$ cat config.mk
export PLATFORM = sky130hd
export DESIGN_NAME = btmx_qry_walk
export DESIGN_NICKNAME = d
export VERILOG_FILES = /design/src/rtl/core/btmx_pkg.sv /design/src/rtl/core/btmx_qry_walk.sv
export SDC_FILE = /design/constraint.sdc
export NUM_CORES = 1
export LEC_CHECK = 0
export ABC_AREA = 1
export BUFFER_PORTS_ARGS = -buffer_cell sky130_fd_sc_hd__buf_2
export CAP_MARGIN = 20
export CORE_MARGIN = 2
export CORE_UTILIZATION = 30
export CTS_CLUSTER_SIZE = 12
export DETAILED_ROUTE_END_ITERATION = 8
export PLACE_DENSITY_LB_ADDON = 0.15
export SYNTH_ARGS = -nofsm -noshare
export SYNTH_HDL_FRONTEND = slang
export SYNTH_SLANG_ARGS = --single-unit
$ cat constraint.sdc
create_clock -name clk -period 4.41 [get_ports clk]
set_clock_uncertainty 0.2 [all_clocks]
set_input_delay 0.882 -clock clk [delete_from_list [all_inputs] [get_ports clk]]
set_output_delay 0.882 -clock clk [all_outputs]
set_load 0.03 [all_outputs]
$ cat src/rtl/core/btmx_pkg.sv
`timescale 1ns / 1ps

package btmx_pkg;

    localparam int unsigned DATA_W    = 32;
    localparam int unsigned COUNT_W   = 17;
    localparam int unsigned S_TDATA_W = 72;
    localparam int unsigned M_TDATA_W = 40;

    localparam logic [COUNT_W-1:0] COUNT_MAX = 17'h1FFFF;
    localparam logic [COUNT_W-1:0] COUNT_ONE = 17'h00001;

    typedef enum logic
    {
        OP_INSERT = 1'b0,
        OP_QUERY  = 1'b1
    } opcode_t;

    typedef enum logic [1:0]
    {
        STATUS_OK    = 2'd0,
        STATUS_EMPTY = 2'd1,
        STATUS_FULL  = 2'd2
    } status_t;

    typedef struct packed
    {
        status_t             status;
        logic [DATA_W-1:0]   best_xor;
    } result_t;

    typedef enum logic [1:0]
    {
        SRC_ROOT,
        SRC_MEM,
        SRC_NEW
    } node_src_t;

    typedef enum logic [1:0]
    {
        IW_IDLE,
        IW_CHECK,
        IW_WALK,
        IW_LEAF
    } ins_state_t;

    typedef enum logic [1:0]
    {
        QW_IDLE,
        QW_FETCH,
        QW_STEP
    } qry_state_t;

    function automatic logic [COUNT_W-1:0] sat_inc(input logic [COUNT_W-1:0] c);
        return (c == COUNT_MAX) ? c : c + 1'b1;
    endfunction

endpackage

$ cat src/rtl/core/btmx_qry_walk.sv
`timescale 1ns / 1ps

module btmx_qry_walk
    import btmx_pkg::*;
#(
    parameter int unsigned KEY_BITS   = 32,
    parameter int unsigned NODE_COUNT = 65536,
    localparam int unsigned IDX_W     = $clog2(NODE_COUNT),
    localparam int unsigned ENTRY_W   = COUNT_W + 2 * IDX_W
)
(
    input  logic                clk,
    input  logic                rst_n,
    input  logic                start,
    input  logic [KEY_BITS-1:0] probe,
    input  logic                excl,
    input  logic [KEY_BITS-1:0] ekey,
    input  logic [COUNT_W-1:0]  root_cnt,
    input  logic [IDX_W-1:0]    root_kid0,
    input  logic [IDX_W-1:0]    root_kid1,
    input  logic [ENTRY_W-1:0]  rd_data0,
    input  logic [ENTRY_W-1:0]  rd_data1,
    output logic [IDX_W-1:0]    rd_addr0,
    output logic [IDX_W-1:0]    rd_addr1,
    output logic                done,
    output result_t             res
);

    localparam int unsigned LVL_W = $clog2(KEY_BITS);
    localparam logic [LVL_W-1:0] TOP_LVL = LVL_W'(KEY_BITS - 1);

    qry_state_t           state_reg, state_next;
    logic [LVL_W-1:0]     lvl_reg, lvl_next;
    logic [IDX_W-1:0]     qk0_reg, qk0_next;
    logic [IDX_W-1:0]     qk1_reg, qk1_next;
    logic                 match_reg, match_next;
    logic [KEY_BITS-1:0]  ans_reg, ans_next;

    logic                 bit_p;
    logic                 bit_e;
    logic [IDX_W-1:0]     other;
    logic [IDX_W-1:0]     same;
    logic [IDX_W-1:0]     nx;
    logic [COUNT_W-1:0]   oth_cnt;
    logic                 match_step;
    logic                 take_other;
    logic                 pick;
    logic [IDX_W-1:0]     nx_kid0;
    logic [IDX_W-1:0]     nx_kid1;
    logic [KEY_BITS-1:0]  ans_step;

    assign bit_p   = probe[lvl_reg];
    assign bit_e   = ekey[lvl_reg];
    assign other   = bit_p ? qk0_reg : qk1_reg;
    assign same    = bit_p ? qk1_reg : qk0_reg;
    assign oth_cnt = bit_p ? rd_data0[ENTRY_W-1 -: COUNT_W] : rd_data1[ENTRY_W-1 -: COUNT_W];

    always_comb
    begin
        match_step = match_reg;
        take_other = 1'b0;
        if (other != '0)
        begin
            if (bit_e == bit_p)
            begin
                match_step = 1'b0;
            end
            if (match_step && (oth_cnt == COUNT_ONE))
            begin
                match_step = 1'b0;
            end
            else
            begin
                take_other = 1'b1;
            end
        end
        else if (bit_e != bit_p)
        begin
            match_step = 1'b0;
        end
        ans_step          = ans_reg;
        ans_step[lvl_reg] = take_other;
    end

    assign pick    = take_other ^ bit_p;
    assign nx      = take_other ? other : same;
    assign nx_kid0 = pick ? rd_data1[IDX_W-1:0] : rd_data0[IDX_W-1:0];
    assign nx_kid1 = pick ? rd_data1[2*IDX_W-1 -: IDX_W] : rd_data0[2*IDX_W-1 -: IDX_W];

    always_ff @(posedge clk or negedge rst_n)
    begin
        if (!rst_n)
        begin
            state_reg <= QW_IDLE;
            lvl_reg   <= '0;
            qk0_reg   <= '0;
            qk1_reg   <= '0;
            match_reg <= 1'b0;
            ans_reg   <= '0;
        end
        else
        begin
            state_reg <= state_next;
            lvl_reg   <= lvl_next;
            qk0_reg   <= qk0_next;
            qk1_reg   <= qk1_next;
            match_reg <= match_next;
            ans_reg   <= ans_next;
        end
    end

    always_comb
    begin
        state_next = state_reg;
        lvl_next   = lvl_reg;
        qk0_next   = qk0_reg;
        qk1_next   = qk1_reg;
        match_next = match_reg;
        ans_next   = ans_reg;
        rd_addr0   = qk0_reg;
        rd_addr1   = qk1_reg;
        done       = 1'b0;
        res        = '{status: STATUS_OK, best_xor: '0};

        case (state_reg)
            QW_IDLE:
            begin
                if (start)
                begin
                    if (root_cnt == '0)
                    begin
                        done       = 1'b1;
                        res.status = STATUS_EMPTY;
                    end
                    else if (excl && (root_cnt == COUNT_ONE))
                    begin
                        done = 1'b1;
                    end
                    else
                    begin
                        qk0_next   = root_kid0;
                        qk1_next   = root_kid1;
                        lvl_next   = TOP_LVL;
                        match_next = excl;
                        ans_next   = '0;
                        state_next = QW_FETCH;
                    end
                end
            end
            QW_FETCH:
            begin
                state_next = QW_STEP;
            end
            QW_STEP:
            begin
                rd_addr0   = nx_kid0;
                rd_addr1   = nx_kid1;
                qk0_next   = nx_kid0;
                qk1_next   = nx_kid1;
                match_next = match_step;
                ans_next   = ans_step;
                if ((nx == '0) || (lvl_reg == '0))
                begin
                    done         = 1'b1;
                    res.best_xor = DATA_W'(ans_step);
                    state_next   = QW_IDLE;
                end
                else
                begin
                    lvl_next = lvl_reg - 1'b1;
                end
            end
            default:
            begin
                state_next = QW_IDLE;
            end
        endcase
    end

endmodule

* Yosys cells after proc, flatten, opt, wreduce, memory -nomap -nowiden
Cells that the tools add are included.
** Storage, ports and cells
- Register bits after elaboration :: 72
- Bits of input ports :: 215
- Output and inout bits :: 67
- Logic and storage cells :: 94
** Operators by class
- $add $sub $neg :: 1
- Order comparisons :: 2
- Equality and inequality tests :: 12
- Mux-type cells :: 58
- Bitwise gates (word level) :: 1
- Reductions and logical operators :: 14
** Operators by type and width (number)
- $mux 16 :: 13
- $mux 32 :: 5
- $pmux 16 s2 :: 2
- $pmux 32 s2 :: 1
- $eq 17x1->1 const B :: 2
- $bwmux 32 :: 1
- $mux 5 :: 4
- $mux 1 :: 19
- $logic_not 17->1 :: 1
- $mux 17 :: 1
- $logic_not 16->1 :: 1
- $reduce_bool 16->1 :: 1
- $bmux 1 s5 :: 2
- $mux 2 :: 5
- $ne 2x2->1 const B :: 5
- $pmux 5 s2 :: 1
- $reduce_and 5->1 :: 2
- $reduce_and 4->1 :: 2
- $lt 5x6->1 const B :: 1
- $pmux 2 s3 :: 1
- $demux 1 s5 :: 1
- $ge 5x1->1 const B :: 1
- $logic_not 5->1 :: 1
- $sub 5x1->5 const B :: 1
- other kinds (11) :: 14

* Logic depth before layout (Yosys ltp)
Gate-level depths: netlist of the first run.
- Depth in word-level cells :: 13
- Gate-level depth with buffers :: 21
- Gate-level depth less buffers :: 19

* Least setup slack after synthesis of the first run
OpenSTA, ideal clock, no wires.
- Path type :: input-to-output
- Start point :: input port probe[7]
- End point :: output port res[0] in the netlist's numbering
- Data arrival time :: 2.657 ns
- Data required time :: 3.328 ns
- Slack :: 0.671 ns
- Stages :: 18
- Path buffers :: 1
- Cell sequence :: inv_1 > nand2_1 > nand3_1 > nand2_1 > nand2_1 > nand2_1 > nor2_2 > nand2_4 > inv_2 > nand2_1 > nand2_1 > nand3_2 > nand2_4 > nand2_1 > nand2_1 > inv_2 > buf_2 > nor2_1
** RTL lines
- start, declared :: RTL line btmx_qry_walk.sv:15 : input logic [KEY_BITS-1:0] probe,
- end, declared :: RTL line btmx_qry_walk.sv:26 : output result_t res

* Final worst setup path of the first run
- Start point :: register lvl_reg[0]
- End point :: output port rd_addr1[14]
** On the way
- Cells in the longest elaborated chain, start to end :: 11
- Elaborated cells between the ends (all ways) :: 17
- Those cells by class :: eq/ne (2); mux (12); bitwise (1); reduce/logical (2)
** Ends and longest elaborated chain
- start, declared :: RTL line btmx_qry_walk.sv:33 : logic [LVL_W-1:0] lvl_reg, lvl_next;
- start signal, assigned :: RTL line btmx_qry_walk.sv:104 : lvl_reg <= lvl_next;
- branches (longest 8 deep; another with $mux 17)
- $xor 1x1->1 * :: RTL line btmx_qry_walk.sv:85 : assign pick = take_other ^ bit_p;
- $mux 16 * :: RTL line btmx_qry_walk.sv:88 : assign nx_kid1 = pick ? rd_data1[2*IDX_W-1 -: IDX_W] : rd_data0[2*IDX_W-1 -: IDX_W];
- $mux 16 * :: RTL line btmx_qry_walk.sv:125 : case (state_reg)
- end, declared :: RTL line btmx_qry_walk.sv:24 : output logic [IDX_W-1:0] rd_addr1,
Mark *: on every way between the ends. The select of a mux whose other input is x is not followed.

==> run summary, run 1 <==
The shortest clock period the worst path allows after layout is 4.14 ns. In this run the static leakage power is 0.00453 uW. The flip-flop and latch count after synthesis came out at 72. The final routed DRC violation total came out at 0. The category of the worst setup path capture point is an output pin.

The biggest area consumer among synthesized cells is sky130_fd_sc_hd__dfrtp_1. The post-route clock period utilization came out at 0.939. The critical path contains buffers and inverters numbering 4 combined. The peak clock frequency supported by timing came out at 0.241 GHz.

Dividing the detail-routed via count by the number of cells gives around 4.7. The number of placed cells counting well taps came out at 1503. The flow ran to the end, and the final reports show no timing, DRC or antenna violations.

Buffers inserted during clock tree synthesis total 9. The initial antenna violation count came to 1. The power density normalized to cell area came out at 809 nW/um2. The wire length of the first global-routing pass came out at around 32 mm. Of the total synthesized cell area, the portion taken by AND, OR, NAND and NOR gates is 0.399. The maximum number of pins on one net before global-route repair is 73.

The top cell types in the final layout, fill and taps aside, are sky130_fd_sc_hd__buf_2, sky130_fd_sc_hd__nand2_1, sky130_fd_sc_hd__inv_1, sky130_fd_sc_hd__nand3_1, sky130_fd_sc_hd__nor2_1. Of the total synthesized cell area, the portion taken by full adders, half adders and majority gates is 0.0106. The proportion of netlist area held by the largest area contributor came out at 0.306. The worst endpoint required time came out at between 3 and 4 ns. At the worst endpoint, the arrival time is 3.06 ns.

Leaving out fill and tap cells, the most frequent cell in the layout is sky130_fd_sc_hd__buf_2. For the pin with the worst max-slew slack, the measured transition is 0.981 ns. The number of placement rows came out at 51. The delay of the slowest cell on the worst path came out at about 0.4 ns. The x dimension of the die came out at 144 um. The mean instance size in the synthesized netlist came out at between 5 and 6 um2. For this run, the total global-route usage over all layers was measured as 0.201. Among cell families on the critical path, the largest total delay comes from simple AND/OR/NAND/NOR gates.

The synthesized-area fraction occupied by ao, oa, aoi and oai cells came to 0.131. For this block, the via count after detailed routing is between 7000 and 8000. The number of nets produced by synthesis is between 1000 and 1500. Setup repair after global routing left no endpoint under its margin. The count of nets left with antenna violations once routing finished came out at 0. The weighted congestion at the end of routability-driven global placement came out at 0.796. In the global route stage, met3 resource usage came out at 0.0305. The largest voltage drop on the vdd net came out at 0.444 mV.

The critical path launch point type is a flip-flop. The number of global-route vias before repair came out at 6431. The number of optimization iterations in the first detailed-route pass is 4.

The met1 usage in global routing is 0.267. The total of warnings raised by yosys is 0. The number of setup buffers added after CTS is 0.

The top-level port count came out at between 200 and 300. No sink is reached through more buffers than the 2 on the longest clock path. The clock edge transition at the registers on the reported setup and hold paths is 0.06 ns. The cell sitting at the root of the clock tree is a sky130_fd_sc_hd__clkbuf_16. The xor/xnor share of the synthesized area is 0. The global-route met2 utilization is 0.334. In this run, the number of DRC markers left after iteration 0 of detailed routing was 367.

Of all nets on the critical path, the largest fanout is 35. Headroom to the max-slew limit came out at 0.346. The layout net count came out at about 1500. The count of clock tree sinks is 72. The detailed placer's ending HPWL is around 16 mm.

The floorplan step defined a core boundary enclosing 19300 um2. The share of cells above drive strength 1 came out at 0.270. The number of failing hold endpoints at the final stage was 0. The final-layout setup total negative slack came out at 0 ns. During placement, the flow inserted port buffers numbering 280.

The number of slew-limit violations in the final report came out at 0. The post-detailed-route wirelength per cell came out at 14.2 um. Walking the worst path, the cells encountered are buf_6, nand2_1, nand3_1, nand2_1, nand2_1, nand2_1, nor2_2, nand2_4, inv_2, nand2_1, nand2_1, nand3_2, nand2_4, nand2_2, buf_12, nand3_1, nand3_1, nand2_1, buf_2. The post-synth design cell area came out at 5880 um2. The die area came out at 20700 um2. The global-route layer with the greatest usage is met2. The area overhead of the layout relative to synthesis is 33.9%.

The post-synthesis sequential area ratio came out at 0.306. Among all stages on the critical path, the largest delay is contributed by sky130_fd_sc_hd__dfrtp_1. For this configuration, the core starts out at a cell density of 0.304. The count of max-cap constraint violations came out at 0.

The total of hold buffers inserted after clock tree synthesis came out at 0. The residual overflow from global routing came out at 0. Synthesis produced a netlist whose cell count is roughly 1000. The worst hold path belongs to the class reg -> reg.

The H-tree generated during clock tree synthesis spans 3 levels. The post-layout instance count excluding filler cells is 1521. The most numerous cell type found on the critical path is sky130_fd_sc_hd__nand2_1. The clock latency of the later-clocked register in the worst-skew pair came out at 0.34 ns. The number of flip-flops in the largest register is 32. The count of final setup violators is 0. The critical path is of the reg -> out type. By area, the combinational part of the netlist is dominated by simple AND/OR/NAND/NOR gates.

TritonCTS built the clock tree. The die height came out at 144 um. Counting distinct cell types in the post-synthesis netlist gives 30. The total wirelength of the detailed-routed design is about 22 mm. The total of cells resized after clock tree synthesis is 0. By area the synthesized netlist is led by sky130_fd_sc_hd__dfrtp_1, sky130_fd_sc_hd__nand2_1, sky130_fd_sc_hd__nand3_1. Measured against the total synthesized area, the mux share comes to 0.
[logic make-up after synthesis]
logic type | after synthesis
other | 1
and+or+nand+nor | 538
adders and majority gates | 5
DFF | 72
AOI/OAI and AO/OA | 151
buffers and inverters | 228
[metal layers]
metal / vias up / share of wire
li1: 3656 / -
met1: 3204 / 0.45
met2: 252 / 0.47
met3: 18 / 0.067
met4: 0 / 0.014
met5: - / 0
[final timing paths]
check / depth (start not counted) / slack (ns) / from / end
setup / recovery: 19 / 0.27 / lvl_reg[0] / rd_addr1[14]
hold / removal: 2 / 0.28 / ans_reg[2] / ans_reg[2]
setup reg to reg: 18 / 1.55 / lvl_reg[0] / qk1_reg[14]
hold reg to reg: 2 / 0.28 / ans_reg[2] / ans_reg[2]
max in group asynchronous: 1 / 2.88 / rst_n / qk1_reg[2]
min in group asynchronous: 1 / 0.50 / rst_n / ans_reg[4]
[tightest hold or removal path, cell delays in order, from the launching register on]
cell                      delay [ns]
sky130_fd_sc_hd__dfrtp_1        0.34
sky130_fd_sc_hd__nand2_1        0.05
sky130_fd_sc_hd__nand2_1        0.05
[synth_stat cells, drive strengths merged]
master  count
o21ai      62
nand2     239
conb        1
nor3        9
o22ai       1
ha          5
or3         1
nand3     160
a21oi      84
nor4        9
clkbuf     26
nand4       9
nor2      108
a31oi       4
buf        28
or2         2
dfrtp      72
and2        1
inv       174
[metrics by stage]
stage          cell area [um2]  hold slack [ns]  worst slack [ns]   util  total power [uW]
4_1_cts                   7850            0.281             0.109  0.406              6430
3_3_place_gp              7560            0.263             0.296  0.391              5680
3_5_place_dp              7560            0.267             0.299  0.391              5690
5_1_grt                   7870            0.300           0.00645  0.407              6950
6_report                  7870            0.278             0.268  0.407              6370
2_1_floorplan             5880            0.250             0.671      -              4300
[area by class of cell]
class / instances / area, um2
Antenna cell: 2 / 5.00
Clock buffer: 14 / 274
Clock inverter: 2 / 12.5
Fill cell: 2164 / 11500
Inverter: 174 / 658
Multi-Input combinational cell: 695 / 3200
Sequential cell: 72 / 1800
Tap cell: 265 / 332
Timing Repair Buffer: 297 / 1590
[power breakdown]
| group | internal (uW) | total, uW | switching [uW] | leakage (uW) |
|---|---|---|---|---|
| sequential | 932 | 1120 | 187 | 0.000894 |
| clock | 427 | 712 | 286 | 0.000139 |
| combinational | 1400 | 4540 | 3140 | 0.00350 |
Note: power is estimated with default switching activity, not from simulation.
==> inputs of run 2 (changes only) <==
--- a/config.mk
+++ b/config.mk
@@ -6,7 +6,7 @@
 export NUM_CORES = 1
 export LEC_CHECK = 0
 export ABC_AREA = 1
-export BUFFER_PORTS_ARGS = -buffer_cell sky130_fd_sc_hd__buf_2
+export BUFFER_PORTS_ARGS = -buffer_cell sky130_fd_sc_hd__clkbuf_2
 export CAP_MARGIN = 20
 export CORE_MARGIN = 2
 export CORE_UTILIZATION = 30
==> run summary, run 2 (synthesized netlist as in run 1, its figures left out) <==
The total of cells resized after clock tree synthesis came out at 0 (unchanged). The largest voltage drop on the vdd net is 0.369 mV (was 0.444 mV). The post-detailed-route wirelength per cell came out at 14.2 um (about the same).

The worst setup slack for register-to-register paths is 1.57 ns (was 1.55 ns). The critical path launch point type is a flip-flop (unchanged). The total clock buffers created by CTS came out at 9 (unchanged). The top fanout value on the critical path came to 32 (was 35).

The detailed placer's ending HPWL is 15.8 mm (was 15.6 mm). The critical-path cell with the highest stage delay was sky130_fd_sc_hd__dfrtp_1 (unchanged). The final hold slack came to 0.278 ns (about the same). The transition time of the tightest slew-check pin came out at 0.973 ns (was 0.981 ns). The weighted congestion at the end of routability-driven global placement came to 0.782 (was 0.796). The area overhead of the layout relative to synthesis came out at 34.2% (was 33.9%). The category of the worst setup path capture point is an output pin (unchanged).

The core footprint came to 19300 um2 (unchanged). The cell occurring most often along the worst timing path is sky130_fd_sc_hd__nand2_1 (unchanged). The count of clock tree sinks came out at 72 (unchanged). The number of buffers inserted by port buffering is 280 (unchanged). The worst slew margin relative to its limit is 0.351 (was 0.346). The wire length of the first global-routing pass is 32.5 mm (about the same). The antenna diode instance count was 0 (was 2).

Most used cells in the layout excluding fill and tap cells: sky130_fd_sc_hd__clkbuf_2, sky130_fd_sc_hd__nand2_1, sky130_fd_sc_hd__inv_1, sky130_fd_sc_hd__nand3_1, sky130_fd_sc_hd__nor2_1 (was sky130_fd_sc_hd__buf_2, sky130_fd_sc_hd__nand2_1, sky130_fd_sc_hd__inv_1, sky130_fd_sc_hd__nand3_1, sky130_fd_sc_hd__nor2_1). The residual antenna-violating net count after detailed routing is 0 (unchanged). The top-level port count came out at 282 (unchanged). The register area came out at 1800 um2 (unchanged). The number of flip-flops in the largest register came to 32 (unchanged).

The initial antenna violation count is 0 (was 1). The number of global-route vias before repair is 6487 (was 6431). The post-route clock period utilization came out at 0.938 (was 0.939). The die height is 144 um (unchanged). The root buffer cell is sky130_fd_sc_hd__clkbuf_16 (unchanged). The CTS tree is built (unchanged). Cell-by-cell trace of the critical path: inv_2, nor3_2, nand2_1, nand2_1, nor2_2, nand2_4, inv_2, nand2_1, nand2_1, nand3_2, nand3_1, buf_12, nand3_1, nand3_1, o21ai_1, clkbuf_2 (was buf_6, nand2_1, nand3_1, nand2_1, nand2_1, nand2_1, nor2_2, nand2_4, inv_2, nand2_1, nand2_1, nand3_2, nand2_4, nand2_2, buf_12, nand3_1, nand3_1, nand2_1, buf_2). The clock edge transition at the registers on the reported setup and hold paths came to 0.06 ns (about the same). The area used by multi-input combinational logic was 3200 um2 (unchanged).

The total of hold buffers inserted after clock tree synthesis came to 0 (unchanged). Unrepaired setup endpoints after global routing: false (unchanged). The share of cells above drive strength 1 was 0.271 (was 0.270). The worst endpoint required time came out at 3.33 ns (about the same). The relative contribution of combinational cells to total power came out at 0.708 (was 0.712). The depth of the most critical reg-to-reg path is 19 (was 18). The worst-case hold path end point is ans_reg[1] (was ans_reg[2]). The x dimension of the die came to 144 um (unchanged). The count of final setup violators came out at 0 (unchanged). The logic depth of the worst path, buffers included came to 16 (was 19). The initial standard-cell utilization of the core is 0.304 (unchanged). The shortest clock period the worst path allows after layout was 4.14 ns (about the same).

The part of the total power dissipated in the clock network is 0.118 (was 0.112). The number of setup buffers added after CTS is 0 (unchanged). The pre-CTS setup slack came to 0.266 ns (was 0.299 ns). The gate family responsible for the most delay along the worst path is simple AND/OR/NAND/NOR gates (unchanged). The maximum number of pins on one net before global-route repair came to 73 (unchanged).

The final routed DRC violation total is 0 (unchanged). The number of placement rows came out at 51 (unchanged). The total wirelength of the detailed-routed design is 21.5 mm (was 21.7 mm).

The number of failing hold endpoints at the final stage came to 0 (unchanged). The power spent charging and discharging nets is 3630 uW (was 3610 uW). The die area came out at 20700 um2 (unchanged). The cell-internal power is 2800 uW (was 2760 uW). The via count of the routed design came out at 7078 (was 7130). The worst flop-to-flop path endpoint is qk1_reg[14] (unchanged).

The delay of the slowest cell on the worst path came out at 0.47 ns (was 0.40 ns). The power density normalized to cell area came to 814 nW/um2 (was 809 nW/um2). The beginning of the worst register-to-register path is lvl_reg[0] (unchanged).

The sequential share of power is 0.173 (was 0.176). The post-layout instance count excluding filler cells came out at 1518 (was 1521). The layout net count is 1468 (was 1469). The share of total power consumed by net switching is 0.565 (was 0.567). The count of max-cap constraint violations came out at 0 (unchanged). The residual overflow from global routing came to 0 (unchanged). The clock latency of the later-clocked register in the worst-skew pair came out at 0.34 ns (about the same). The final-layout setup total negative slack was 0 ns (unchanged). The type of the setup path with the least slack is reg -> out (unchanged).

The critical path buffer and inverter count was 4 (unchanged). The number of placed cells counting well taps came to 1502 (was 1503). Outcome: completed (unchanged). The classification of the worst-slack hold path is reg -> reg (unchanged). The instance count along the most critical hold path came out at 2 (unchanged). The combined global-route utilization of all metal layers was 0.198 (was 0.201). The number of optimization iterations in the first detailed-route pass came out at 4 (unchanged). The most frequent standard cell in the layout excluding fill and tap cells was sky130_fd_sc_hd__clkbuf_2 (was sky130_fd_sc_hd__buf_2).

The DRC marker count from the first detailed-route iteration came out at 340 (was 367). The buffer depth of the longest clock path came out at 2 (unchanged). The layout filler cell count came to 2196 (was 2164). The via density per instance came out at 4.66 (was 4.69). The critical hold path startpoint is ans_reg[1] (was ans_reg[2]).

The arrival time at the worst endpoint came out at 3.06 ns (about the same). The post-route worst setup slack is 0.272 ns (was 0.268 ns). The static leakage came out at 0.00456 uW (was 0.00453 uW).

The number of slew-limit violations in the final report is 0 (unchanged). The depth of the CTS H-tree is 3 (unchanged). The peak clock frequency supported by timing came out at 0.242 GHz (was 0.241 GHz).
-- run 2: cell count changes in the layout (fill, tap and decap cells not counted), sizes merged --
cell	previous run	this run
bufinv	0	1
clkinvlp	1	2
clkbuf	14	290
buf	297	17
clkinv	1	2
diode	2	0
-- run 2: cell type report --
class | instances | area share
sequential | 72 | 0.228
clock buffer | 11 | 0.0320
inverter | 174 | 0.0831
timing repair buffer | 296 | 0.202
tap | 265 | 0.0420
multi-input combinational | 695 | 0.405
clock inverter | 5 | 0.00698
-- run 2: per-stage QoR --
stage	total power, uW	utilization	cell area, um2
6_report	6420	0.408	7890
5_1_grt	6970	0.408	7890
4_1_cts	6470	0.407	7880
3_5_place_dp	5690	0.391	7570
3_3_place_gp	5680	0.391	7570
2_1_floorplan	4300	-	5880
-- run 2: per-layer routing --
layer,track usage,vias up,part of all wire
met5,0,-,0
met4,0.0578,0,0.016
met3,0.0371,19,0.068
met2,0.334,247,0.47
met1,0.259,3163,0.45
li1,-,3649,-
-- run 2: worst max-delay path by stage --
stage / end / start
after floorplan: res[0] / probe[7]
after global placement: res[0] / probe[17]
after detailed placement: res[0] / probe[17]
after CTS: done / lvl_reg[3]
after global routing: rd_addr1[5] / lvl_reg[3]
final: rd_addr1[5] / lvl_reg[2]
-- run 2: power by group through the flow --
stage,Clock [uW],Combinational [uW],Sequential (uW)
6_report,760,4550,1110
5_1_grt,800,5020,1150
4_1_cts,772,4580,1110
3_5_place_dp,0,4570,1120
3_3_place_gp,0,4570,1120
2_1_floorplan,0,3230,1070
-- run 2: worst reg2reg max path, delay by kind of cell (launching register included) --
family / cells / cell delay [ns]
AOI/OAI and AO/OA: 1 / 0.20
buffers and inverters: 4 / 0.61
DFF: 1 / 0.39
and+or+nand+nor: 14 / 1.36
