`src/rtl/core/btmx_pkg.sv`:
```
`timescale 1ns / 1ps

package btmx_pkg;

    localparam int unsigned DATA_W    = 32;
    localparam int unsigned COUNT_W   = 17;
    localparam int unsigned S_TDATA_W = 72;
    localparam int unsigned M_TDATA_W = 40;

    localparam logic [COUNT_W-1:0] COUNT_MAX = 17'h1FFFF;
    localparam logic [COUNT_W-1:0] COUNT_ONE = 17'h00001;

    typedef enum logic
    {
        OP_INSERT = 1'b0,
        OP_QUERY  = 1'b1
    } opcode_t;

    typedef enum logic [1:0]
    {
        STATUS_OK    = 2'd0,
        STATUS_EMPTY = 2'd1,
        STATUS_FULL  = 2'd2
    } status_t;

    typedef struct packed
    {
        status_t             status;
        logic [DATA_W-1:0]   best_xor;
    } result_t;

    typedef enum logic [1:0]
    {
        SRC_ROOT,
        SRC_MEM,
        SRC_NEW
    } node_src_t;

    typedef enum logic [1:0]
    {
        IW_IDLE,
        IW_CHECK,
        IW_WALK,
        IW_LEAF
    } ins_state_t;

    typedef enum logic [1:0]
    {
        QW_IDLE,
        QW_FETCH,
        QW_STEP
    } qry_state_t;

    function automatic logic [COUNT_W-1:0] sat_inc(input logic [COUNT_W-1:0] c);
        return (c == COUNT_MAX) ? c : c + 1'b1;
    endfunction

endpackage

```
`src/rtl/core/btmx_ins_walk.sv`:
```
`timescale 1ns / 1ps

module btmx_ins_walk
    import btmx_pkg::*;
#(
    parameter int unsigned KEY_BITS   = 32,
    parameter int unsigned NODE_COUNT = 65536,
    localparam int unsigned IDX_W     = $clog2(NODE_COUNT),
    localparam int unsigned ENTRY_W   = COUNT_W + 2 * IDX_W
)
(
    input  logic                clk,
    input  logic                rst_n,
    input  logic                start,
    input  logic [KEY_BITS-1:0] key,
    input  logic [ENTRY_W-1:0]  rd_data,
    output logic [IDX_W-1:0]    rd_addr,
    output logic                wr_en,
    output logic [IDX_W-1:0]    wr_addr,
    output logic [ENTRY_W-1:0]  wr_data,
    output logic [COUNT_W-1:0]  root_cnt,
    output logic [IDX_W-1:0]    root_kid0,
    output logic [IDX_W-1:0]    root_kid1,
    output logic                done,
    output result_t             res
);

    localparam int unsigned NFREE_W = $clog2(NODE_COUNT + 1);
    localparam int unsigned LVL_W   = $clog2(KEY_BITS);
    localparam int unsigned SUM_W   = NFREE_W + 1;

    localparam logic [SUM_W-1:0] POOL_SIZE  = SUM_W'(NODE_COUNT);
    localparam logic [SUM_W-1:0] PATH_NODES = SUM_W'(KEY_BITS);
    localparam logic [LVL_W-1:0] TOP_LVL    = LVL_W'(KEY_BITS - 1);

    ins_state_t           state_reg, state_next;
    logic [LVL_W-1:0]     lvl_reg, lvl_next;
    logic [IDX_W-1:0]     cur_idx_reg, cur_idx_next;
    node_src_t            src_reg, src_next;
    logic [COUNT_W-1:0]   root_cnt_reg, root_cnt_next;
    logic [IDX_W-1:0]     root_kid0_reg, root_kid0_next;
    logic [IDX_W-1:0]     root_kid1_reg, root_kid1_next;
    logic [NFREE_W-1:0]   free_reg, free_next;

    logic [COUNT_W-1:0]   cur_cnt;
    logic [COUNT_W-1:0]   cnt_inc;
    logic [IDX_W-1:0]     cur_kid0;
    logic [IDX_W-1:0]     cur_kid1;
    logic [IDX_W-1:0]     kid_b;
    logic [IDX_W-1:0]     child;
    logic [IDX_W-1:0]     new_kid0;
    logic [IDX_W-1:0]     new_kid1;
    logic                 bit_b;
    logic                 exists;
    logic [SUM_W-1:0]     need_sum;
    logic [SUM_W-1:0]     quick_sum;

    always_comb
    begin
        case (src_reg)
            SRC_ROOT:
            begin
                cur_cnt  = root_cnt_reg;
                cur_kid0 = root_kid0_reg;
                cur_kid1 = root_kid1_reg;
            end
            SRC_MEM:
            begin
                cur_cnt  = rd_data[ENTRY_W-1 -: COUNT_W];
                cur_kid1 = rd_data[2*IDX_W-1 -: IDX_W];
                cur_kid0 = rd_data[IDX_W-1:0];
            end
            default:
            begin
                cur_cnt  = '0;
                cur_kid0 = '0;
                cur_kid1 = '0;
            end
        endcase
    end

    assign bit_b     = key[lvl_reg];
    assign kid_b     = bit_b ? cur_kid1 : cur_kid0;
    assign exists    = (kid_b != '0);
    assign child     = exists ? kid_b : free_reg[IDX_W-1:0];
    assign cnt_inc   = sat_inc(cur_cnt);
    assign new_kid0  = bit_b ? cur_kid0 : child;
    assign new_kid1  = bit_b ? child : cur_kid1;
    assign need_sum  = SUM_W'(free_reg) + SUM_W'(lvl_reg) + SUM_W'(1);
    assign quick_sum = SUM_W'(free_reg) + PATH_NODES;

    always_ff @(posedge clk or negedge rst_n)
    begin
        if (!rst_n)
        begin
            state_reg     <= IW_IDLE;
            lvl_reg       <= '0;
            cur_idx_reg   <= '0;
            src_reg       <= SRC_ROOT;
            root_cnt_reg  <= '0;
            root_kid0_reg <= '0;
            root_kid1_reg <= '0;
            free_reg      <= NFREE_W'(1);
        end
        else
        begin
            state_reg     <= state_next;
            lvl_reg       <= lvl_next;
            cur_idx_reg   <= cur_idx_next;
            src_reg       <= src_next;
            root_cnt_reg  <= root_cnt_next;
            root_kid0_reg <= root_kid0_next;
            root_kid1_reg <= root_kid1_next;
            free_reg      <= free_next;
        end
    end

    always_comb
    begin
        state_next     = state_reg;
        lvl_next       = lvl_reg;
        cur_idx_next   = cur_idx_reg;
        src_next       = src_reg;
        root_cnt_next  = root_cnt_reg;
        root_kid0_next = root_kid0_reg;
        root_kid1_next = root_kid1_reg;
        free_next      = free_reg;
        rd_addr        = kid_b;
        wr_en          = 1'b0;
        wr_addr        = cur_idx_reg;
        wr_data        = {cnt_inc, new_kid1, new_kid0};
        done           = 1'b0;
        res            = '{status: STATUS_OK, best_xor: '0};

        case (state_reg)
            IW_IDLE:
            begin
                if (start)
                begin
                    lvl_next   = TOP_LVL;
                    src_next   = SRC_ROOT;
                    state_next = (quick_sum <= POOL_SIZE) ? IW_WALK : IW_CHECK;
                end
            end
            IW_CHECK:
            begin
                if (!exists)
                begin
                    if (need_sum > POOL_SIZE)
                    begin
                        done       = 1'b1;
                        res.status = STATUS_FULL;
                        state_next = IW_IDLE;
                    end
                    else
                    begin
                        state_next = IW_WALK;
                        lvl_next   = TOP_LVL;
                        src_next   = SRC_ROOT;
                    end
                end
                else if (lvl_reg == '0)
                begin
                    state_next = IW_WALK;
                    lvl_next   = TOP_LVL;
                    src_next   = SRC_ROOT;
                end
                else
                begin
                    lvl_next = lvl_reg - 1'b1;
                    src_next = SRC_MEM;
                end
            end
            IW_WALK:
            begin
                if (src_reg == SRC_ROOT)
                begin
                    root_cnt_next  = cnt_inc;
                    root_kid0_next = new_kid0;
                    root_kid1_next = new_kid1;
                end
                else
                begin
                    wr_en = 1'b1;
                end
                if (!exists)
                begin
                    free_next = free_reg + 1'b1;
                end
                cur_idx_next = child;
                src_next     = exists ? SRC_MEM : SRC_NEW;
                if (lvl_reg == '0)
                begin
                    state_next = IW_LEAF;
                end
                else
                begin
                    lvl_next = lvl_reg - 1'b1;
                end
            end
            IW_LEAF:
            begin
                wr_en      = 1'b1;
                wr_data    = {cnt_inc, cur_kid1, cur_kid0};
                done       = 1'b1;
                state_next = IW_IDLE;
            end
            default:
            begin
                state_next = IW_IDLE;
            end
        endcase
    end

    assign root_cnt  = root_cnt_reg;
    assign root_kid0 = root_kid0_reg;
    assign root_kid1 = root_kid1_reg;

endmodule

```
`config.mk`:
```
export PLATFORM = sky130hd
export DESIGN_NAME = btmx_ins_walk
export DESIGN_NICKNAME = d
export VERILOG_FILES = /design/src/rtl/core/btmx_pkg.sv /design/src/rtl/core/btmx_ins_walk.sv
export SDC_FILE = /design/constraint.sdc
export NUM_CORES = 1
export LEC_CHECK = 0
export ABC_AREA = 1
export ABC_CLOCK_PERIOD_IN_PS = 8700
export BUFFER_PORTS_ARGS = -buffer_cell sky130_fd_sc_hd__buf_2
export CORE_MARGIN = 3
export CORE_UTILIZATION = 35
export CTS_BUF_LIST = sky130_fd_sc_hd__clkbuf_4 sky130_fd_sc_hd__clkbuf_8
export DETAILED_ROUTE_END_ITERATION = 12
export HOLD_SLACK_MARGIN = 0.02
export PLACE_DENSITY_LB_ADDON = 0.08
export SYNTH_ARGS = -nofsm -noshare
export SYNTH_HDL_FRONTEND = slang
export SYNTH_SLANG_ARGS = --single-unit
```
`constraint.sdc`:
```
create_clock -name clk -period 8.7 [get_ports clk]
set_input_delay 1.74 -clock clk [delete_from_list [all_inputs] [get_ports clk]]
set_output_delay 1.74 -clock clk [all_outputs]
set_load 0.005 [all_outputs]
```
# Word level (Yosys, flattened, before mapping)
# Cells that the tools add are included.
[totals]
out_inout_bits = 166
elab_cells = 76
latch_bits = 0
rom_bits = 0
input_bits = 84
memories = 0
regBits = 91
ram_bits = 0
[op_classes]
bitwise = 1
div = 0
shifts = 0
mul = 0
reduce_logical = 10
n_lt_le_gt_ge = 3
add_sub_neg = 6
n_mux = 38
n_eq_ne = 10
[op_table]
columns = ["op", "n"]
rows = [
  ["$mux W16", 4],
  ["$pmux W16 S2", 2],
  ["$add A17 B1 Y17 const B", 2],
  ["$pmux W17 S2", 1],
  ["$mux W32", 1],
  ["$mux W2", 13],
  ["$mux W5", 5],
  ["$add A17 B5 Y18", 1],
  ["$add A17 B6 Y18 const B", 1],
  ["$add A18 B1 Y18 const B", 1],
  ["$gt A18 B17 Y1 const B", 1],
  ["$le A18 B17 Y1 const B", 1],
  ["$eq A17 B17 Y1 const B", 1],
  ["$mux W17", 1],
  ["$reduce_bool A16 Y1", 1],
  ["$pmux W5 S3", 1],
  ["$pmux W2 S4", 1],
  ["$lt A5 B6 Y1 const B", 1],
  ["$ne A2 B2 Y1 const B", 3],
  ["$ne A3 B3 Y1 const B", 2],
  ["$pmux W2 S3", 1],
  ["$reduce_and A3 Y1", 2],
  ["$bmux W1 S5", 1],
  ["$logic_not A5 Y1", 1],
  ["other kinds (10)", 19],
]

# Logic depth before layout (Yosys ltp)
# Gate-level depths: netlist (run 1).
[logic_depth]
depth_word = 7
depth_mapped = 22
ltp_nobuf = 21

# Worst setup path after synthesis (run 1)
# OpenSTA, ideal clock, no wires.
[synth_path]
kind = "in2out"
from = "input port key[21]"
to = "output port wr_data[24]"
path_buffers = 2
arrival_time_ns = 3.438
path_slack_ns = 3.522
cell_stages = 21
required_ns = 6.960
path_cell_list = "inv_1 > nand2_1 > nand3_1 > nand2_1 > nand2_1 > nand2_1 > nor2_2 > nand2_4 > nand2_4 > buf_6 > nand2_1 > nand2_1 > nand2_1 > nor2_1 > nand2_1 > nor2_4 > buf_6 > nand2_2 > nand3_1 > nand3_1 > o21ai_1"
[synth_between]
elab_chain_len = 7
[synth_lines]
columns = ["element", "line", "text"]
rows = [
  ["from (decl)", "btmx_ins_walk.sv:15", "input logic [KEY_BITS-1:0] key,"],
  ["$bmux W1 S5 (*)", "btmx_ins_walk.sv:82", "assign bit_b = key[lvl_reg];"],
  ["$mux W1 (not written as such) (*)", "btmx_ins_walk.sv:82", ""],
  ["$mux W16", "btmx_ins_walk.sv:83", "assign kid_b = bit_b ? cur_kid1 : cur_kid0;"],
  ["$reduce_bool A16 Y1", "btmx_ins_walk.sv:84", "assign exists = (kid_b != '0);"],
  ["$mux W16", "btmx_ins_walk.sv:85", "assign child = exists ? kid_b : free_reg[IDX_W-1:0];"],
  ["$mux W16 (*)", "btmx_ins_walk.sv:88", "assign new_kid1 = bit_b ? child : cur_kid1;"],
  ["$mux W32 (*)", "btmx_ins_walk.sv:135", "case (state_reg)"],
  ["to (decl)", "btmx_ins_walk.sv:20", "output logic [ENTRY_W-1:0] wr_data,"],
]
# Every way passes the cells marked *; elsewhere a longest branch is shown, timed or not. The select of a mux whose other input is x is not followed.

# Worst setup path after layout (run 1)
[layout_path]
from = "input port key[23]"
to = "output port wr_data[12]"
[layout_between]
elab_chain_len = 7
[layout_lines]
columns = ["element", "line", "text"]
rows = [
  ["$bmux W1 S5 (*)", "btmx_ins_walk.sv:82", ""],
  ["$mux W1 (not written as such) (*)", "btmx_ins_walk.sv:82", ""],
  ["$mux W16", "btmx_ins_walk.sv:83", ""],
  ["$reduce_bool A16 Y1", "btmx_ins_walk.sv:84", ""],
  ["$mux W16", "btmx_ins_walk.sv:85", ""],
  ["$mux W16 (*)", "btmx_ins_walk.sv:87", "assign new_kid0 = bit_b ? cur_kid0 : child;"],
  ["$mux W32 (*)", "btmx_ins_walk.sv:135", ""],
]
# Marks and branches as above.

==> impl_metrics.csv, run 1 <==
group,metric,value,unit
timing,final_hold_viol_count,0,
finish,fillCellCount,2386,
timing,finalSetupViolCount,0,
logic_synthesis,synthFlopType,"dfrtp_1",
logic_synthesis,syn_area,7750,µm²
logic_synthesis,ys_ff_latch,91,
cts,cts_max_path_buffers,2,
finish,area_growth,16.5,%
finish,design_area,9030,µm²
global_routing,grt_pass1_vias,7788,
route,route.met3.wl,1860,µm
setup_path,critPathSlowestCell,"nand2_4",
route,drc_errors,0,
cts,cts-root-buf,"clkbuf_8",
cts,cts_buffers,9,
setup_path,path_delay_family,"simple AND/OR/NAND/NOR gates",
finish,layout-drive-gt1-share,19.3,%
route,drt_wl_total,27600,µm
floorplanning,fp.dieArea,24000,µm²
logic_synthesis,ys.warnings.count,0,
floorplanning,die_w,155,µm
logic_synthesis,synth-seq-area-share,29.4,%
logic_synthesis,synth_top_cell_by_area,"dfrtp_1",
outcome,status,"complete, no violations",
timing,worstMarginPinSlew,1080,ps
cts,worstSkewPairLatency,380,ps
route,topRoutingLayerUsed,"met5",
cts,post_cts_buffers,0,
floorplanning,start_util,36.2,%
floorplanning,rows,53,
timing,rsz0062_at_grt,"no",
cts,cts_tree,"yes",
setup_path,cp_cell_sequence,"buf_2 -> inv_1 -> nand2_1 -> nand3_1 -> nand2_1 -> nand2_1 -> nand2_1 -> nor2_2 -> nand2_4 -> nand2_4 -> nand2_1 -> nand2_1 -> nand2_1 -> nor2_1 -> nand2_1 -> nor2_4 -> nand2_1 -> nand3_1 -> nand3_1 -> o21ai_0 -> buf_2",
placement,dp_hpwl,21000,µm
logic_synthesis,async_reset_ff_share,100,%
setup_path,cp_max_fo,63,
finish,stdcell_count,1691,
setup_path,r2r_setup_slack,4140,ps
timing,skew,10.7,ps
finish,finalNetCount,1511,
global_routing,antenna_found_initial,1,
floorplanning,fp.dieH,155,µm
setup_path,r2r-end,"lvl_reg[1]$_DFFE_PN0P_",
cts,postCtsHoldBufs,0,
placement,globalplace.congestion,0.911,
setup_path,worstReg2RegStart,"lvl_reg[0]$_DFFE_PN0P_",
timing,max_slew_margin,27.7,%
route,viasPerCell,4.96,
timing,fmax,144,MHz
min_path,min_from,"wr_addr[9]$_DFFE_PN0P_",
placement,dpl_cell_area,8820,µm²
route,wl_per_cell,16.3,µm
setup_path,crit_path_end_kind,"output pin",
setup_path,startpoint_type,"input port",
logic_synthesis,yosysTopAreaCellShare,29.1,%
placement,dp.cells,1675,
job,maxCapViolations,0,
global_routing,track_usage,22.2,%
global_routing,overflow,0,
pwr,power.density,463,nW/µm²
min_path,hp-class,"reg -> reg",
floorplanning,design.core.area,21400,µm²
route,drtIter0Drc,492,
setup_path,reg2reg_depth,19,
setup_path,cp.required,6960,ps
placement,port_buffers,216,
finish,antenna_cells,0,
min_path,min_to,"wr_addr[9]$_DFFE_PN0P_",
timing,period_needed,6960,ps
floorplanning,ios,250,
cts,htree_levels,3,
logic_synthesis,synth_edf_count,0,
cts,cts-resized-gates,0,
cts,cts.sink_count,91,
timing,drv_slew,0,
route,firstDrtPassIters,5,
timing,finalSetupTns,0,ps
logic_synthesis,syn_area_per_cell,6.27,µm²
route,vias,8389,
cts,clk_pin_slew,100,ps
min_path,hold_depth,2,
setup_path,cpPeakStageDelay,590,ps
route,ant_nets,0,
setup_path,cp_common_cell,"nand2_1",
route,wl_met2,13000,µm
logic_synthesis,synthTopCellsByArea,"dfrtp_1 29%, nand2_1 15%, nand3_1 12%",
logic_synthesis,synth_cells,1237,
setup_path,worst-setup-path-type,"in -> out",
setup_path,arrival,5220,ps
global_routing,grt_max_degree,99,
route,drt-met1-wl,12200,µm
pwr,p_leak,5.03,nW
logic_synthesis,ys_types,39,
setup_path,cp_num_buf_inv,3,
global_routing,grt_pass1_wl,42700,µm
pwr,ir_drop,0.214,mV
timing,post-route-period-util,80.1,%
cell usage in the layout (no fill, tap or decap), types with 6 or more instances in the layout:
| master | count |
|---|---|
| o21ai_1 | 71 |
| clkbuf_8 | 11 |
| buf_2 | 215 |
| o21ai_0 | 46 |
| ha_1 | 15 |
| or2_2 | 6 |
| inv_1 | 187 |
| dfrtp_1 | 90 |
| a21oi_1 | 15 |
| xnor2_1 | 8 |
| nand4_1 | 9 |
| o22ai_1 | 35 |
| nor2_1 | 90 |
| buf_4 | 7 |
| xor2_1 | 18 |
| conb_1 | 33 |
| inv_2 | 6 |
| nand2_2 | 12 |
| a31oi_1 | 16 |
| nand2_1 | 303 |
| nand3_1 | 186 |
tightest hold or removal path, cell delays in order, from the launching register on:
cell and delay, ps:
dfrtp_1 390, nor2_1 80, a31oi_1 40
worst max path at each step:
stage	end	from	slack, ps	cells past startpoint
2_1_floorplan	wr_data[24]	key[21]	3520	21
3_3_place_gp	wr_data[12]	key[21]	1780	21
3_5_place_dp	wr_data[12]	key[23]	1730	21
4_1_cts	wr_data[12]	key[23]	1720	21
5_1_grt	wr_data[12]	key[23]	1380	21
6_report	wr_data[12]	key[23]	1740	21
where the power goes:
part | switching (mW) | leakage [nW] | total (mW) | internal, mW
logic | 2.02 | 3.86 | 3.13 | 1.10
clock network | 0.176 | 0.109 | 0.326 | 0.150
registers | 0.135 | 1.06 | 0.729 | 0.594
total | 2.33 | 5.03 | 4.18 | 1.85
cells by family (layout without fill, tap and decap cells):
family | after synthesis | after routing | share of synthesized area (%)
adder cells (fa/ha/maj) | 16 | 16 | 2.68
flip-flops | 91 | 91 | 29.4
XOR/XNOR | 26 | 26 | 2.94
other | 1 | 33 | 0.0484
AO/OA/AOI/OAI | 186 | 186 | 12.9
buffers and inverters | 285 | 432 | 16.3
multiplexers | 1 | 1 | 0.145
AND/OR/NAND/NOR | 631 | 631 | 35.6
cell usage after synthesis (3+ instances only):
cell type and number:
o21ai_1 71, or2_2 5, buf_6 4, buf_4 38, a31oi_1 16, nand4_1 9
buf_2 16, nand3b_1 3, buf_1 5, ha_1 15, inv_2 5, xnor2_1 8
nor2_1 91, a21oi_1 15, clkbuf_1 28, dfrtp_1 90, nand2_2 12, o21bai_1 3
nor4_1 5, o21ai_0 46, nand3_1 186, o22ai_1 35, xor2_1 18, inv_1 188
nor3_1 5, nand2_4 3, nand2_1 303
per-layer routing:
layer  vias up  track usage [%]
li1       4266                -
met1      3823             29.2
met2       264             37.0
met3        34             5.06
met4         2             6.06
met5         -                0
area by class of cell:
cell class	instances	area, µm²	area share [%]
clock buffers	11	151	1.68
clock inverters	5	61.3	0.679
inverters	194	728	8.06
multi-input cells	893	4340	48.0
flip-flops and latches	91	2280	25.2
well taps	275	344	3.81
repair buffers	222	1130	12.5
metrics by stage:
stage,power (mW),utilization [%],hold slack [ps],setup slack (ps)
floorplan,2.74,-,463,3520
global placement,3.87,41.2,525,1780
detailed placement,3.87,41.2,531,1730
CTS,4.22,42.2,548,1720
global route,4.62,42.2,573,1380
finish,4.18,42.2,549,1740
(Power assumes the default switching activity.)
==> inputs of run 2 (changes only) <==
--- a/config.mk
+++ b/config.mk
@@ -6,7 +6,7 @@
 export NUM_CORES = 1
 export LEC_CHECK = 0
 export ABC_AREA = 1
-export ABC_CLOCK_PERIOD_IN_PS = 8700
+export ABC_CLOCK_PERIOD_IN_PS = 6000
 export BUFFER_PORTS_ARGS = -buffer_cell sky130_fd_sc_hd__buf_2
 export CORE_MARGIN = 3
 export CORE_UTILIZATION = 35
==> constraint.sdc (replaced) <==
create_clock -name clk -period 6 [get_ports clk]
set_input_delay 1.2 -clock clk [delete_from_list [all_inputs] [get_ports clk]]
set_output_delay 1.2 -clock clk [all_outputs]
set_load 0.005 [all_outputs]
==> run 2 against run 1 <==
Compared with the run above:
- total power up 47%
- critical path depth unchanged
- setup slack worse by 1200 ps
- utilization up 0.27 points
- first-iteration DRC count down 22%
- worst hold slack worse by 38 ps
- critical path type unchanged
- largest power group unchanged
- highest routed layer unchanged
==> impl_metrics.csv, run 2 (synthesis results as in run 1) <==
group,metric,value,unit
min_path,hp-class,"reg -> reg",
floorplanning,design.core.area,21400,µm²
floorplanning,fp.dieH,155,µm
outcome,status,"complete, no violations",
cts,cts.sink_count,91,
cts,cts-resized-gates,0,
global_routing,overflow,0,
floorplanning,rows,53,
cts,htree_levels,3,
timing,post-route-period-util,91.8,%
setup_path,crit_path_end_kind,"output pin",
cts,cts-root-buf,"clkbuf_8",
finish,area_growth,17.3,%
timing,period_needed,5510,ps
cts,clk_pin_slew,90,ps
placement,dp_hpwl,21300,µm
timing,final_hold_viol_count,0,
setup_path,worstReg2RegStart,"lvl_reg[1]$_DFFE_PN0P_",
global_routing,track_usage,22.4,%
route,drt_wl_total,27800,µm
route,vias,8470,
cts,cts_tree,"yes",
setup_path,worst-setup-path-type,"in -> out",
placement,globalplace.congestion,0.903,
timing,drv_slew,0,
setup_path,cp.required,4800,ps
finish,finalNetCount,1517,
min_path,min_from,"src_reg[1]$_DFFE_PN0P_",
timing,skew,12.1,ps
pwr,ir_drop,0.284,mV
setup_path,cp_max_fo,55,
min_path,hold_depth,2,
cts,post_cts_buffers,0,
cts,worstSkewPairLatency,390,ps
min_path,min_to,"src_reg[1]$_DFFE_PN0P_",
finish,layout-drive-gt1-share,19.6,%
cts,postCtsHoldBufs,0,
timing,rsz0062_at_grt,"no",
finish,final_cell_mix,"303 x nand2_1, 215 x buf_2, 187 x inv_1, 186 x nand3_1",
route,drtIter0Drc,384,
finish,antenna_cells,0,
floorplanning,ios,250,
global_routing,grt_pass1_vias,7934,
pwr,power.density,677,nW/µm²
placement,port_buffers,216,
setup_path,arrival,4310,ps
timing,finalSetupTns,0,ps
route,wl_per_cell,16.4,µm
setup_path,startpoint_type,"input port",
route,firstDrtPassIters,5,
route,viasPerCell,4.99,
setup_path,reg2reg_depth,20,
timing,finalSetupViolCount,0,
route,ant_nets,0,
timing,worstMarginPinSlew,1060,ps
finish,layout_commonest_cell,"nand2_1",
floorplanning,die_w,155,µm
finish,fillCellCount,2399,
setup_path,r2r_setup_slack,1990,ps
pwr,power,6.15,mW
floorplanning,fp.dieArea,24000,µm²
global_routing,grt_pass1_wl,42800,µm
global_routing,antenna_found_initial,2,
route,drc_errors,0,
timing,max_slew_margin,29.3,%
floorplanning,start_util,36.2,%
global_routing,grt_max_degree,69,
finish,register_area,2280,µm²
job,maxCapViolations,0,
pwr,p_leak,5.06,nW
timing,fmax,182,MHz
cts,cts_buffers,9,
cts,cts_max_path_buffers,2,
finish,multi_input_area,4340,µm²
setup_path,r2r-end,"src_reg[0]$_DFFE_PN0P_",
## run 2: cell count changes in the layout (fill, tap and decap cells not counted), sizes merged
cell and delta:
bufinv +1, clkinv -2, clkbuf +1, buf +6
## run 2: worst max-delay path by stage
stage	end	from	depth (start not counted)	slack (ps)
2_1_floorplan	wr_data[24]	key[21]	21	1900
3_3_place_gp	wr_data[12]	key[4]	21	570
3_5_place_dp	wr_data[12]	key[14]	20	480
4_1_cts	wr_data[12]	key[4]	21	470
5_1_grt	wr_data[12]	key[6]	21	80
6_report	wr_data[12]	key[4]	21	490
## run 2: metal layers
metal  vias up  share of wire, %  global-route usage, %  routed length (µm)
met4         4               1.9                   6.14                 526
met3        29               6.6                   4.62                1850
met1      3934                44                   29.3               12200
met5         -             0.050                      0                  14
met2       237                48                   37.9               13200
li1       4266                 -                      -                   -
## run 2: critical path, cell delays in order
cell and delay [ps]:
buf_2 90, inv_1 40, nand2_1 40, nand3_1 80, nand2_1 60, nand2_1 50, nand2_1 50, nor2_2 120
nand2_4 230, nand2_4 530, nand2_1 100, nand2_1 140, nand2_1 70, nor2_1 130, nand2_1 110, nor2_4 430
nand2_1 200, nand3_1 130, nand3_1 80, o21ai_0 190, buf_2 180
## run 2: per-stage QoR
| stage | cells | setup WS, ps | util [%] | cell area [µm²] | hold slack [ps] |
|---|---|---|---|---|---|
| 2_1_floorplan | 1269 | 1900 | - | 7870 | 463 |
| 3_3_place_gp | 1681 | 570 | 41.4 | 8860 | 490 |
| 3_5_place_dp | 1681 | 477 | 41.4 | 8860 | 494 |
| 4_1_cts | 1697 | 470 | 42.4 | 9090 | 515 |
| 5_1_grt | 1697 | 83.8 | 42.4 | 9090 | 566 |
| 6_report | 1697 | 495 | 42.4 | 9090 | 511 |
## run 2: layout make-up
cell class / instances / share of cell area [%]
sequential: 91 / 25.1
multi-input combinational: 893 / 47.7
clock inverter: 4 / 0.812
inverter: 194 / 8.01
timing repair buffer: 228 / 12.9
clock buffer: 12 / 1.68
tap: 275 / 3.79
## run 2: where the power goes
part | switching (mW) | internal, mW | total (mW)
sequential | 0.178 | 0.861 | 1.04
clock | 0.240 | 0.256 | 0.496
combinational | 2.99 | 1.63 | 4.62
total | 3.40 | 2.75 | 6.15
==> inputs of run 3 (changes only) <==
--- a/config.mk
+++ b/config.mk
@@ -9,11 +9,12 @@
 export ABC_CLOCK_PERIOD_IN_PS = 6000
 export BUFFER_PORTS_ARGS = -buffer_cell sky130_fd_sc_hd__buf_2
 export CORE_MARGIN = 3
-export CORE_UTILIZATION = 35
+export CORE_UTILIZATION = 36
 export CTS_BUF_LIST = sky130_fd_sc_hd__clkbuf_4 sky130_fd_sc_hd__clkbuf_8
 export DETAILED_ROUTE_END_ITERATION = 12
 export HOLD_SLACK_MARGIN = 0.02
 export PLACE_DENSITY_LB_ADDON = 0.08
+export SKIP_LAST_GASP = 1
 export SYNTH_ARGS = -nofsm -noshare
 export SYNTH_HDL_FRONTEND = slang
 export SYNTH_SLANG_ARGS = --single-unit
==> run 3 against run 2 <==
Compared with the run above:
- setup slack gained 130 ps
- final cell count increased by 0.18%
- sequential share of layout area increased by 0.080 points
- fmax grew 2.5%
- clock-buffer cell count unchanged
- clock power is 18% lower
- utilization grew 0.53 points
- largest power group unchanged
- die area decreased by 2.7%
- highest routed layer unchanged
- wire length down 1.1%
==> impl_metrics.csv, run 3 (synthesis results as in run 1) <==
group,metric,value,unit
floorplanning,ios,250,
finish,antenna_cells,0,
timing,skew,12.8,ps
finish,layout-drive-gt1-share,19.8,%
pwr,ir_drop,0.299,mV
placement,dpl_cell_area,8890,µm²
timing,max_slew_margin,26.2,%
route,vias,8466,
setup_path,cp.required,4800,ps
setup_path,worst-setup-path-type,"in -> out",
timing,finalSetupTns,0,ps
cts,cts_max_path_buffers,2,
global_routing,grt_pass1_vias,7812,
finish,finalNetCount,1521,
timing,hold_ws,543,ps
timing,finalSetupViolCount,0,
timing,drv_slew,0,
cts,cts.sink_count,91,
cts,cts_tree,"yes",
floorplanning,design.core.area,21100,µm²
floorplanning,fp.dieArea,23300,µm²
placement,port_buffers,216,
timing,worstMarginPinSlew,1110,ps
cts,cts-resized-gates,0,
min_path,hp-class,"reg -> reg",
finish,final_cell_mix,"303 x nand2_1, 215 x buf_2, 187 x inv_1, 186 x nand3_1",
cts,postCtsHoldBufs,0,
placement,dp_hpwl,21000,µm
global_routing,grt_max_degree,67,
job,maxCapViolations,0,
global_routing,track_usage,22.6,%
finish,layout_commonest_cell,"nand2_1",
global_routing,overflow,0,
placement,globalplace.congestion,0.924,
route,firstDrtPassIters,5,
route,viasPerCell,4.98,
timing,final_hold_viol_count,0,
floorplanning,die_w,153,µm
setup_path,cp_max_fo,54,
timing,rsz0062_at_grt,"no",
floorplanning,rows,53,
finish,design_area,9060,µm²
global_routing,antenna_found_initial,1,
timing,period_needed,5370,ps
floorplanning,start_util,36.8,%
setup_path,crit_path_end_kind,"output pin",
setup_path,startpoint_type,"input port",
route,ant_nets,0,
cts,cts_buffers,9,
cts,post_cts_buffers,0,
global_routing,grt_pass1_wl,42900,µm
route,drt_wl_total,27500,µm
cts,cts-root-buf,"clkbuf_8",
finish,area_growth,16.9,%
pwr,p_leak,5.06,nW
route,drc_errors,0,
outcome,status,"complete, no violations",
floorplanning,fp.dieH,153,µm
cts,worstSkewPairLatency,380,ps
cts,htree_levels,3,
route,wl_per_cell,16.2,µm
pwr,power.density,672,nW/µm²
cts,clk_pin_slew,90,ps
timing,post-route-period-util,89.5,%
setup_path,arrival,4170,ps
timing,fmax,186,MHz
route,drtIter0Drc,494,
## run 3: final cells by class
class	instances	area, µm²
Fill cell	2316	12000
Multi-Input combinational cell	893	4340
Sequential cell	91	2280
Timing Repair Buffer	232	1200
Inverter	194	728
Tap cell	275	344
Clock buffer	12	153
Clock inverter	3	15.0
## run 3: per-layer routing
layer  routed length (µm)  part of all wire (%)  global-route usage (%)
met5                    7                 0.025                       0
met4                  563                   2.0                    6.24
met3                 2000                   7.3                    5.00
met2                12800                    47                    37.2
met1                12100                    44                    30.1
## run 3: where the power goes
part	internal [mW]	switching, mW
combinational	1.66	2.98
clock	0.168	0.237
sequential	0.862	0.175
total	2.69	3.40
## run 3: worst max-delay path: stages
cell     delay, ps
buf_2           90
inv_1           40
nand2_1         40
nand3_1         80
nand2_1         60
nand2_1         60
nand2_1         50
nor2_2         120
nand2_4         70
nand2_4        430
nand2_1        130
nand2_2        140
nand2_1         80
nor2_1         160
nand2_1        130
nor2_4         460
nand2_1        190
nand3_1        130
nand3_1         70
o21ai_0        210
buf_2          190
## run 3: path summary, 6_finish.rpt
| path | cells past startpoint | endpoint | slack, ps | from |
|---|---|---|---|---|
| worst max-delay path | 21 | wr_data[12] | 630 | key[22] |
| worst min-delay path | 2 | wr_addr[10]$_DFFE_PN0P_ | 540 | wr_addr[10]$_DFFE_PN0P_ |
| worst max register to register | 21 | lvl_reg[2]$_DFFE_PN0P_ | 2190 | lvl_reg[0]$_DFFE_PN0P_ |
| worst min register to register | 2 | wr_addr[10]$_DFFE_PN0P_ | 540 | wr_addr[10]$_DFFE_PN0P_ |
| max in group asynchronous | 2 | free_reg[8]$_DFFE_PN0P_ | 4090 | rst_n |
| min in group asynchronous | 1 | root_kid1[0]$_DFFE_PN0P_ | 830 | rst_n |
## run 3: through the flow
stage                     utilization, %  cells  worst slack, ps  total power, mW
after global placement              42.2   1685              644             5.68
after floorplan                        -   1269             1900             3.98
final                               43.0   1700              628             6.09
after detailed placement            42.2   1685              642             5.67
after global routing                43.0   1700              348             6.72
after CTS                           43.0   1700              630             6.10
